$ cat src/sv/scti_pkg.sv
`timescale 1ns / 1ps
// ----------------------------------------------------------------------------
// scti_pkg: shared types and constants for the sine/cosine table block
// Holds the angle constants, the reciprocal used for the modulo reduction,
// the quarter-wave Q15 sine table and the front/back transaction types.
// ----------------------------------------------------------------------------
package scti_pkg;

	// Default depth of the queue between front and back
	localparam int QUEUE_DEPTH = 4;

	// Angle constants in millidegrees
	localparam logic [18:0] FULL_TURN    = 19'd360000;
	localparam logic [17:0] HALF_TURN    = 18'd180000;
	localparam logic [16:0] QUARTER_TURN = 17'd90000;

	// 2^31 mod 360000, removes the bias of the offset-binary angle
	localparam logic [18:0] BIAS_REM     = 19'd83648;
	localparam logic [18:0] BIAS_ADD     = 19'd276352;

	// 360000 = 64 * 5625; reduce the upper 26 bits modulo 5625
	localparam logic [12:0] ODD_MOD      = 13'd5625;
	// floor(2^38 / 5625), quotient estimate is exact or one low
	localparam logic [25:0] ODD_RECIP    = 26'd48867183;
	localparam int          RECIP_SHIFT  = 38;

	// Position scale to a Q8 index over 128 intervals
	localparam logic [14:0] POS_SCALE    = 15'd23860;
	localparam logic [14:0] MAG_MAX      = 15'd32767;

	// Quarter-wave sine, Q15, 129 entries
	localparam logic [14:0] QUARTER_SINE [0:128] = '{
		15'd0,     15'd402,   15'd804,   15'd1206,  15'd1608,  15'd2009,  15'd2410,  15'd2811,
		15'd3212,  15'd3612,  15'd4011,  15'd4410,  15'd4808,  15'd5205,  15'd5602,  15'd5998,
		15'd6393,  15'd6786,  15'd7179,  15'd7571,  15'd7962,  15'd8351,  15'd8739,  15'd9126,
		15'd9512,  15'd9896,  15'd10278, 15'd10659, 15'd11039, 15'd11417, 15'd11793, 15'd12167,
		15'd12539, 15'd12910, 15'd13279, 15'd13645, 15'd14010, 15'd14372, 15'd14732, 15'd15090,
		15'd15446, 15'd15800, 15'd16151, 15'd16499, 15'd16846, 15'd17189, 15'd17530, 15'd17869,
		15'd18204, 15'd18537, 15'd18868, 15'd19195, 15'd19519, 15'd19841, 15'd20159, 15'd20475,
		15'd20787, 15'd21096, 15'd21403, 15'd21705, 15'd22005, 15'd22301, 15'd22594, 15'd22884,
		15'd23170, 15'd23452, 15'd23731, 15'd24007, 15'd24279, 15'd24547, 15'd24811, 15'd25072,
		15'd25329, 15'd25582, 15'd25832, 15'd26077, 15'd26319, 15'd26556, 15'd26790, 15'd27019,
		15'd27245, 15'd27466, 15'd27683, 15'd27896, 15'd28105, 15'd28310, 15'd28510, 15'd28706,
		15'd28898, 15'd29085, 15'd29268, 15'd29447, 15'd29621, 15'd29791, 15'd29956, 15'd30117,
		15'd30273, 15'd30424, 15'd30571, 15'd30714, 15'd30852, 15'd30985, 15'd31113, 15'd31237,
		15'd31356, 15'd31470, 15'd31580, 15'd31685, 15'd31785, 15'd31880, 15'd31971, 15'd32057,
		15'd32137, 15'd32213, 15'd32285, 15'd32351, 15'd32412, 15'd32469, 15'd32521, 15'd32567,
		15'd32609, 15'd32646, 15'd32678, 15'd32705, 15'd32728, 15'd32745, 15'd32757, 15'd32765,
		15'd32767
	};

	// Classified transaction handed from front to back
	typedef struct packed {
		logic        cosine;   // 1 = cosine
		logic [25:0] turn_hi;  // offset-binary angle, bits 31:6
		logic [5:0]  turn_lo;  // offset-binary angle, bits 5:0
	} scti_item_t;

	// Queue status seen by front and back
	typedef struct packed {
		logic full;
		logic empty;
	} scti_qstat_t;

endpackage

$ cat src/sv/scti_front.sv
`timescale 1ns / 1ps
// ----------------------------------------------------------------------------
// scti_front: input acceptance and classification
// Takes angle transactions while the queue has room, picks the function
// and turns the signed angle into offset binary split for the reduction.
// ----------------------------------------------------------------------------
module scti_front import scti_pkg::*; (
	input  logic        s_axis_tvalid,
	output logic        s_axis_tready,
	input  logic [31:0] s_axis_tdata,  // [31:0] angle
	input  logic [0:0]  s_axis_tuser,  // [0] command
	input  scti_qstat_t q_stat,
	output logic        push,
	output scti_item_t  item
);

	// Accept whenever the queue can take the transaction
	assign s_axis_tready = !q_stat.full;
	assign push          = s_axis_tvalid && !q_stat.full;

	// Flip the sign bit: angle + 2^31 as an unsigned word
	always_comb begin
		item.cosine  = s_axis_tuser[0];
		item.turn_hi = {~s_axis_tdata[31], s_axis_tdata[30:6]};
		item.turn_lo = s_axis_tdata[5:0];
	end

endmodule

$ cat src/sv/scti_queue.sv
`timescale 1ns / 1ps
// ----------------------------------------------------------------------------
// scti_queue: short queue between front and back
// Register-based FIFO of classified transactions with full/empty status.
// ----------------------------------------------------------------------------
module scti_queue import scti_pkg::*; #(
	parameter int Depth = QUEUE_DEPTH
) (
	input  logic        clk,
	input  logic        arst_n,
	input  logic        push,
	input  scti_item_t  wr_item,
	input  logic        pop,
	output scti_item_t  rd_item,
	output scti_qstat_t q_stat
);

	localparam int PtrW = (Depth > 1) ? $clog2(Depth) : 1;
	localparam int CntW = $clog2(Depth + 1);

	scti_item_t            mem_q [Depth];
	logic       [PtrW-1:0] wr_ptr_q;
	logic       [PtrW-1:0] rd_ptr_q;
	logic       [CntW-1:0] cnt_q;

	// Status from the fill count
	assign q_stat.full  = (cnt_q == CntW'(Depth));
	assign q_stat.empty = (cnt_q == '0);
	assign rd_item      = mem_q[rd_ptr_q];

	// Advance pointers and count
	always_ff @(posedge clk or negedge arst_n) begin
		if (!arst_n) begin
			wr_ptr_q <= '0;
			rd_ptr_q <= '0;
			cnt_q    <= '0;
		end else begin
			if (push) begin
				wr_ptr_q <= (wr_ptr_q == PtrW'(Depth - 1)) ? '0 : wr_ptr_q + 1'b1;
			end
			if (pop) begin
				rd_ptr_q <= (rd_ptr_q == PtrW'(Depth - 1)) ? '0 : rd_ptr_q + 1'b1;
			end
			if (push && !pop) begin
				cnt_q <= cnt_q + 1'b1;
			end else if (pop && !push) begin
				cnt_q <= cnt_q - 1'b1;
			end
		end
	end

	// Store the incoming transaction
	always_ff @(posedge clk) begin
		if (push) begin
			mem_q[wr_ptr_q] <= wr_item;
		end
	end

endmodule

$ cat src/sv/scti_back.sv
`timescale 1ns / 1ps
// ----------------------------------------------------------------------------
// scti_back: reduction, folding and table interpolation pipeline
// Nine stages with one shared advance: modulo 360000 by reciprocal,
// bias and cosine offset, quadrant fold, scaling, lookup, interpolation.
// ----------------------------------------------------------------------------
module scti_back import scti_pkg::*; (
	input  logic        clk,
	input  logic        arst_n,
	input  scti_qstat_t q_stat,
	input  scti_item_t  item,
	output logic        pop,
	output logic        m_axis_tvalid,
	input  logic        m_axis_tready,
	output logic [15:0] m_axis_tdata   // [15:0] value
);

	logic        adv;
	logic [8:1]  vld_q;

	logic        cos_s1, cos_s2, cos_s3;
	logic [25:0] hi_s1, hi_s2;
	logic [5:0]  lo_s1, lo_s2;
	logic [51:0] prod_s1;
	logic [25:0] qn_s2;
	logic [18:0] ang_s3;
	logic [18:0] ang_s4;
	logic [17:0] half_s5;
	logic        neg_s5, neg_s6, neg_s7, neg_s8;
	logic [16:0] quad_s6;
	logic [31:0] pos_s7;
	logic [14:0] base_s8;
	logic [16:0] step_s8;
	logic        sat_s8;
	logic [15:0] value_q;
	logic        out_vld_q;

	logic [25:0] rem_full;
	logic [13:0] rem;
	logic [12:0] rem_fix;
	logic [18:0] turn;
	logic [18:0] cos_sum;
	logic [7:0]  idx;
	logic [7:0]  frac;
	logic [7:0]  tab_lo;
	logic [7:0]  tab_hi;
	logic [14:0] tab_base;
	logic [8:0]  diff;
	logic [14:0] mag;

	// Whole pipe moves while the output register is free
	assign adv           = !out_vld_q || m_axis_tready;
	assign pop           = adv && !q_stat.empty;
	assign m_axis_tvalid = out_vld_q;
	assign m_axis_tdata  = value_q;

	// Valid chain
	always_ff @(posedge clk or negedge arst_n) begin
		if (!arst_n) begin
			vld_q     <= '0;
			out_vld_q <= 1'b0;
		end else if (adv) begin
			vld_q     <= {vld_q[7:1], pop};
			out_vld_q <= vld_q[8];
		end
	end

	// Combinational pieces of the stages
	always_comb begin
		// s3: remainder modulo 5625, rebuild modulo 360000, drop the 2^31 bias
		rem_full = hi_s2 - qn_s2;
		rem      = rem_full[13:0];
		rem_fix  = (rem >= {1'b0, ODD_MOD}) ? 13'(rem - {1'b0, ODD_MOD}) : rem[12:0];
		turn     = {rem_fix, lo_s2};
		// s4: cosine offset
		cos_sum  = ang_s3 + 19'(QUARTER_TURN);
		// s8: table position
		idx      = pos_s7[31:24];
		frac     = pos_s7[23:16];
		tab_lo   = {1'b0, idx[6:0]};
		tab_hi   = tab_lo + 8'd1;
		tab_base = QUARTER_SINE[tab_lo];
		diff     = 9'(QUARTER_SINE[tab_hi] - tab_base);
		// output: interpolate and saturate
		mag      = sat_s8 ? MAG_MAX : 15'(base_s8 + 15'(step_s8[16:8]));
	end

	// Pipeline payload
	always_ff @(posedge clk) begin
		if (adv) begin
			// s1: quotient estimate product
			cos_s1  <= item.cosine;
			hi_s1   <= item.turn_hi;
			lo_s1   <= item.turn_lo;
			prod_s1 <= 52'(item.turn_hi) * 52'(ODD_RECIP);
			// s2: quotient times modulus
			cos_s2  <= cos_s1;
			hi_s2   <= hi_s1;
			lo_s2   <= lo_s1;
			qn_s2   <= 26'(prod_s1[51:RECIP_SHIFT]) * 26'(ODD_MOD);
			// s3: reduced angle in [0, 360000)
			cos_s3  <= cos_s2;
			ang_s3  <= (turn >= BIAS_REM) ? turn - BIAS_REM : turn + BIAS_ADD;
			// s4: add quarter turn for cosine and wrap
			if (cos_s3) begin
				ang_s4 <= (cos_sum >= FULL_TURN) ? cos_sum - FULL_TURN : cos_sum;
			end else begin
				ang_s4 <= ang_s3;
			end
			// s5: fold lower half-circle, note the sign
			if (ang_s4 >= 19'(HALF_TURN)) begin
				half_s5 <= 18'(ang_s4 - 19'(HALF_TURN));
				neg_s5  <= 1'b1;
			end else begin
				half_s5 <= ang_s4[17:0];
				neg_s5  <= 1'b0;
			end
			// s6: fold into the first quadrant
			neg_s6  <= neg_s5;
			quad_s6 <= (half_s5 > 18'(QUARTER_TURN)) ? 17'(HALF_TURN - half_s5)
			                                          : half_s5[16:0];
			// s7: scale to Q8 position
			neg_s7  <= neg_s6;
			pos_s7  <= 32'(quad_s6) * 32'(POS_SCALE);
			// s8: lookup and slope product
			neg_s8  <= neg_s7;
			sat_s8  <= idx[7];
			base_s8 <= tab_base;
			step_s8 <= 17'(diff) * 17'(frac);
			// output register: apply sign
			value_q <= neg_s8 ? 16'(16'd0 - {1'b0, mag}) : {1'b0, mag};
		end
	end

endmodule

$ cat src/sv/sine_cosine_table_interp_top.sv
`timescale 1ns / 1ps
// ----------------------------------------------------------------------------
// sine_cosine_table_interp_top: Q15 sine/cosine of a millidegree angle
// Quarter-wave table with linear interpolation, stream in and stream out.
// ----------------------------------------------------------------------------
// The block takes one angle transaction per clock while the queue has room
// (tuser selects sine or cosine) and returns one Q15 value per transaction, in
// order. Any 32-bit angle is valid. A transaction passes the input queue and then
// a nine-stage pipeline (the reciprocal modulo reduction and bias removal, then
// offset and folding, scaling, table lookup, and interpolation and sign). With an
// empty queue the transaction is still written into the queue and read out into
// the first stage, passes s1 to s8 and then loads the output register.
// Sustained throughput is one transaction per cycle while the output is not
// stalled, set by the single shared advance of the pipeline. The queue lets the
// input keep flowing for up to QueueDepth transactions while the output is
// stalled.
module sine_cosine_table_interp_top import scti_pkg::*; #(
	parameter int QueueDepth = QUEUE_DEPTH
) (
	input  logic        clk,
	input  logic        arst_n,
	input  logic        s_axis_tvalid,
	output logic        s_axis_tready,
	input  logic [31:0] s_axis_tdata,   // [31:0] angle
	input  logic [0:0]  s_axis_tuser,   // [0] command
	output logic        m_axis_tvalid,
	input  logic        m_axis_tready,
	output logic [15:0] m_axis_tdata    // [15:0] value
);

	scti_qstat_t q_stat;
	scti_item_t  wr_item;
	scti_item_t  rd_item;
	logic        push;
	logic        pop;

	scti_front u_front (
		.s_axis_tvalid (s_axis_tvalid),
		.s_axis_tready (s_axis_tready),
		.s_axis_tdata  (s_axis_tdata),
		.s_axis_tuser  (s_axis_tuser),
		.q_stat        (q_stat),
		.push          (push),
		.item          (wr_item)
	);

	scti_queue #(
		.Depth (QueueDepth)
	) u_queue (
		.clk     (clk),
		.arst_n  (arst_n),
		.push    (push),
		.wr_item (wr_item),
		.pop     (pop),
		.rd_item (rd_item),
		.q_stat  (q_stat)
	);

	scti_back u_back (
		.clk           (clk),
		.arst_n        (arst_n),
		.q_stat        (q_stat),
		.item          (rd_item),
		.pop           (pop),
		.m_axis_tvalid (m_axis_tvalid),
		.m_axis_tready (m_axis_tready),
		.m_axis_tdata  (m_axis_tdata)
	);

	// Never write into a full queue
	assert property (@(posedge clk) disable iff (!arst_n) q_stat.full |-> !push)
		else $error("push into full queue");

	// Never read from an empty queue
	assert property (@(posedge clk) disable iff (!arst_n) q_stat.empty |-> !pop)
		else $error("pop from empty queue");

	// Queue cannot be full and empty at once
	assert property (@(posedge clk) disable iff (!arst_n) !(q_stat.full && q_stat.empty))
		else $error("queue full and empty");

	// Result magnitude never exceeds 32767
	assert property (@(posedge clk) disable iff (!arst_n)
		m_axis_tvalid |-> (m_axis_tdata != 16'h8000))
		else $error("result out of Q15 range");

endmodule
$ cat config.mk
export PLATFORM = sky130hd
export DESIGN_NAME = sine_cosine_table_interp_top
export DESIGN_NICKNAME = d
export VERILOG_FILES = /design/src/sv/scti_pkg.sv /design/src/sv/scti_front.sv /design/src/sv/scti_queue.sv /design/src/sv/scti_back.sv /design/src/sv/sine_cosine_table_interp_top.sv
export SDC_FILE = /design/constraint.sdc
export NUM_CORES = 2
export LEC_CHECK = 0
export ABC_AREA = 1
export BUFFER_PORTS_ARGS = -buffer_cell sky130_fd_sc_hd__buf_4
export CORE_MARGIN = 2
export CORE_UTILIZATION = 57
export DETAILED_ROUTE_END_ITERATION = 10
export GPL_TIMING_DRIVEN = 0
export HOLD_SLACK_MARGIN = 0.06
export PLACE_DENSITY = 0.81
export SYNTH_ARGS = -nofsm -noshare
export SYNTH_HDL_FRONTEND = slang
export SYNTH_SLANG_ARGS = --single-unit
$ cat constraint.sdc
create_clock -name clk -period 8.7 [get_ports clk]
set_input_delay 0.87 -clock clk [delete_from_list [all_inputs] [get_ports clk]]
set_output_delay 0.87 -clock clk [all_outputs]
set_load 0.01 [all_outputs]
==> results.md <==
- Status: completed
- Slew headroom: 0.2926
- Cts hold-fix bufs: 0
- Post-synth EDFFs: between 300 and 400
- Area leader, netlist: edfxtp_1
- Top-area cell type share of the netlist area: 0.2409
- Initial DRC count: 3255
- Crit path capture type: flip-flop
- Avg Cell Area, Syn: between 9 and 10 µm²
- Antenna Nets Post-Route: 0
- Layout cell share with drive strength beyond 1: 0.06200
- Async set-reset flop share out of synthesis: 0.04533
- Total global-route track usage: 0.2912
- Synth Area in Adders: 0.3932
- RR Endpoint: u_back.prod_s1[50]
- Worst setup path startpoint: u_queue.rd_ptr_q[1]
- CTS Buf Count: 39
- FF-to-FF path depth: 27
- Die X: ~280 µm
- Vias in the first global route: 33180
- Synthesis Warnings: 0
- Initial Util: 0.5758
- Number of remaining DRC errors: 0
- End of the critical path: u_back.prod_s1[50]
- Die area: 75890 µm²
- First-pass GRT wire length: 172800 µm
- CTS tree: built
- Synth-to-layout area growth: 8.839%
- Final hold violation count: 0
- Via count: 32930
- Pre-Repair DR Iteration Count: 8
- H-tree depth: 2
- Worst EP required: 9.03 ns
- Drt wl/cell: between 15 and 20 µm
- Max Fclk: 118.8 MHz
- Pins Over Slew Limit: 0
- DIE HEIGHT: 275.5 µm
- Register area: 10520 µm²
- Reg2reg setup slack: approximately 0.28 ns
- Distinct cells, synth: 71
- Seq/Total Area, Yosys: 0.2504
- Worst-margin pin slew: 1.061 ns
- Clock Path Buffers: 3
- Setup Skew: 0.03650 ns
- Crit path DAT: 8.75 ns
- Hold Path Class: in -> async
- Clk pin slew, worst setup/hold paths: 0.07 ns
- Setup TNS: 0 ns
- Skew-Pair Late Insertion Delay: 0.60 ns
- Synth Instances: 4628
- Drt total wl: 112900 µm
- Multiplexer share of the synthesized area: 0
- Final min period: 8.416 ns
- ANT cells: 0
- Critical path class: reg -> reg
- Largest net degree at the start of global routing: 110
- DR vias/cell: 5.744
- Crit Reg-Reg Startpoint: u_queue.rd_ptr_q[1]
- GP Congestion: between 1 and 1.5
- Syn nets: 5686
- #FFs+latches synth: 353
- Ranking of synthesized cells by area: edfxtp_1 (24%), fa_1 (24%), ha_1 (16%)
- Area of the multi-input gates: ~27000 µm²
- XOR/XNOR share of the synthesized area: 0.03350
- I/O pins: 55
- Core area: 72960 µm²
- Max cap viols: 0
- Simple-gate share of the synthesized area: 0.1225
- Critical path fanouts, max: 10
- Synth Flop Type: edfxtp_1
- FILL cells: between 5000 and 6000
- Final Cycle Share: 0.9674
- Synthesized area: between 40000 and 50000 µm²
- Num Clock Sinks: around 350
- GRT overflow: 0
- Final setup viols: 0
- Detail Placement HPWL: 86370 µm
- Root Buffer: clkbuf_16
- Largest family of logic cells by synthesized area: adder cells
- Critical Path Source Type: flip-flop
- Row cnt: 99
- Synth Area in Compound Gates: 0.08908
- Initial antenna violation count: 1
- Layout Nets: 5806
- Port-buffer cells: 54
==> metal layers <==
metal / part of all wire / wire [µm] / track usage
met1: 0.39 / 43510 / 0.3770
met2: 0.48 / 53790 / 0.4845
met3: 0.081 / 9141 / 0.04489
met4: 0.057 / 6478 / 0.1321
met5: 0 / 0 / 0
==> cell type report <==
type	instances	share of cell area
multi-input cells	3040	0.5988
well taps	959	0.02624
flip-flops and latches	353	0.2301
inverters	1151	0.09514
plain buffers	82	0.009057
clock inverters	17	0.003256
repair buffers	81	0.01499
clock buffers	50	0.02246
==> cells in the mapped netlist, types with 5 or more instances <==
library cell and count:
ha_1 522, nor2_1 347, xor2_1 109, a32oi_1 28
a31oi_1 22, fa_1 499, nor2_2 6, nand2_2 27
o311ai_0 10, nor3_1 36, inv_2 6, a21o_1 6
dfrtp_1 16, o2111ai_1 8, nor4_1 7, o21bai_1 6
inv_1 1141, o21ai_0 213, o21a_1 12, o221ai_1 7
o211ai_1 34, xnor2_1 43, clkbuf_1 70, nand2_4 5
buf_1 9, edfxtp_1 337, o22ai_1 15, nand4_1 26
nand2_1 601, a21oi_1 226, a211oi_1 8, nand3_1 147
o31ai_1 11
==> cells in the final DEF, fill, tap and decap left out, types with 16 or more instances in the layout <==
| cell | synthesis | final |
|---|---|---|
| clkbuf_1 | 70 | 51 |
| fa_1 | 499 | 499 |
| inv_1 | 1141 | 1136 |
| clkbuf_2 | 0 | 17 |
| dfrtp_1 | 16 | 16 |
| xor2_1 | 109 | 105 |
| buf_4 | 0 | 80 |
| clkbuf_16 | 0 | 39 |
| nand3_1 | 147 | 147 |
| o211ai_1 | 34 | 34 |
| a21oi_1 | 226 | 222 |
| edfxtp_1 | 337 | 337 |
| nand2_1 | 601 | 599 |
| ha_1 | 522 | 516 |
| nor2_1 | 347 | 337 |
| xnor2_1 | 43 | 42 |
| nor3_1 | 36 | 36 |
| a31oi_1 | 22 | 20 |
| o21ai_0 | 213 | 208 |
| nand2_2 | 27 | 29 |
| nand4_1 | 26 | 26 |
==> kinds of logic (layout without fill, tap and decap cells) <==
group | Yosys count | after routing
DFF | 353 | 353
adders and majority gates | 1021 | 1021
buffers and inverters | 1235 | 1381
AOI/OAI and AO/OA | 635 | 635
xor gates and xnor gates | 156 | 156
and+or+nand+nor | 1228 | 1228
==> worst min-delay path by stage <==
stage | end | slack, ns | depth (start not counted)
2_1_floorplan | u_back.cos_s2 | 0.40 | 0
3_5_place_dp | u_back.hi_s2[6] | 0.40 | 0
4_1_cts | u_back.m_axis_tvalid | 0.14 | 1
6_report | u_queue.cnt_q[0] | 0.15 | 1
5_1_grt | u_back.m_axis_tvalid | 0.16 | 1
3_3_place_gp | u_back.hi_s2[4] | 0.40 | 0
==> timing repair <==
item,4_1_cts,5_1_grt
hold endpoints to repair,0,0
resized for setup,53,105
endpoints found under the setup margin,13,21
pin swaps,2,7
buffers inserted,11,7
==> stage by stage <==
stage	setup slack [ns]	cell area [µm²]	hold WS, ns	util	cells
after floorplan	0.5405	42010	0.4003	-	4628
after global placement	-2.000	43620	0.4007	0.5978	5641
after detailed placement	-2.062	43800	0.4045	0.6003	5650
after CTS	0.005194	45270	0.1413	0.6204	5728
after global routing	-0.06184	45730	0.1568	0.6267	5733
final	0.2840	45730	0.1495	0.6267	5733
==> worst max-delay path, cell delays in order (launching register included) <==
cell and delay, ns:
dfrtp_1 0.52, inv_1 0.24, clkbuf_1 0.41, buf_2 0.53
a32oi_2 0.44, ha_1 0.56, inv_1 0.15, fa_1 0.55
inv_1 0.05, fa_1 0.48, fa_1 0.54, fa_1 0.44
fa_1 0.49, inv_1 0.05, fa_1 0.47, inv_1 0.04
ha_1 0.32, nand2_1 0.11, nor2_1 0.14, inv_1 0.05
nor4_1 0.42, nand3_1 0.22, o2111ai_1 0.21, nand2_1 0.09
o211ai_1 0.14, a21oi_1 0.15, o21ai_0 0.21, xor2_1 0.11
==> registers in the layout, summed over array words and instances (netlist names), 13 cells and up <==
register,count
u_back.prod_s1,15
u_back.half_s5,18
u_back.base_s8,15
u_back.hi_s2,14
u_back.quad_s6,17
u_back.ang_s4,19
u_back.pos_s7,16
u_back.qn_s2,14
u_back.ang_s3,19
u_queue.mem_q,132
u_back.m_axis_tdata,16
u_back.hi_s1,13
Power is left out: the tool's default activity adds up to more than one toggle a clock period on the data nets, which glitch-free logic cannot reach.
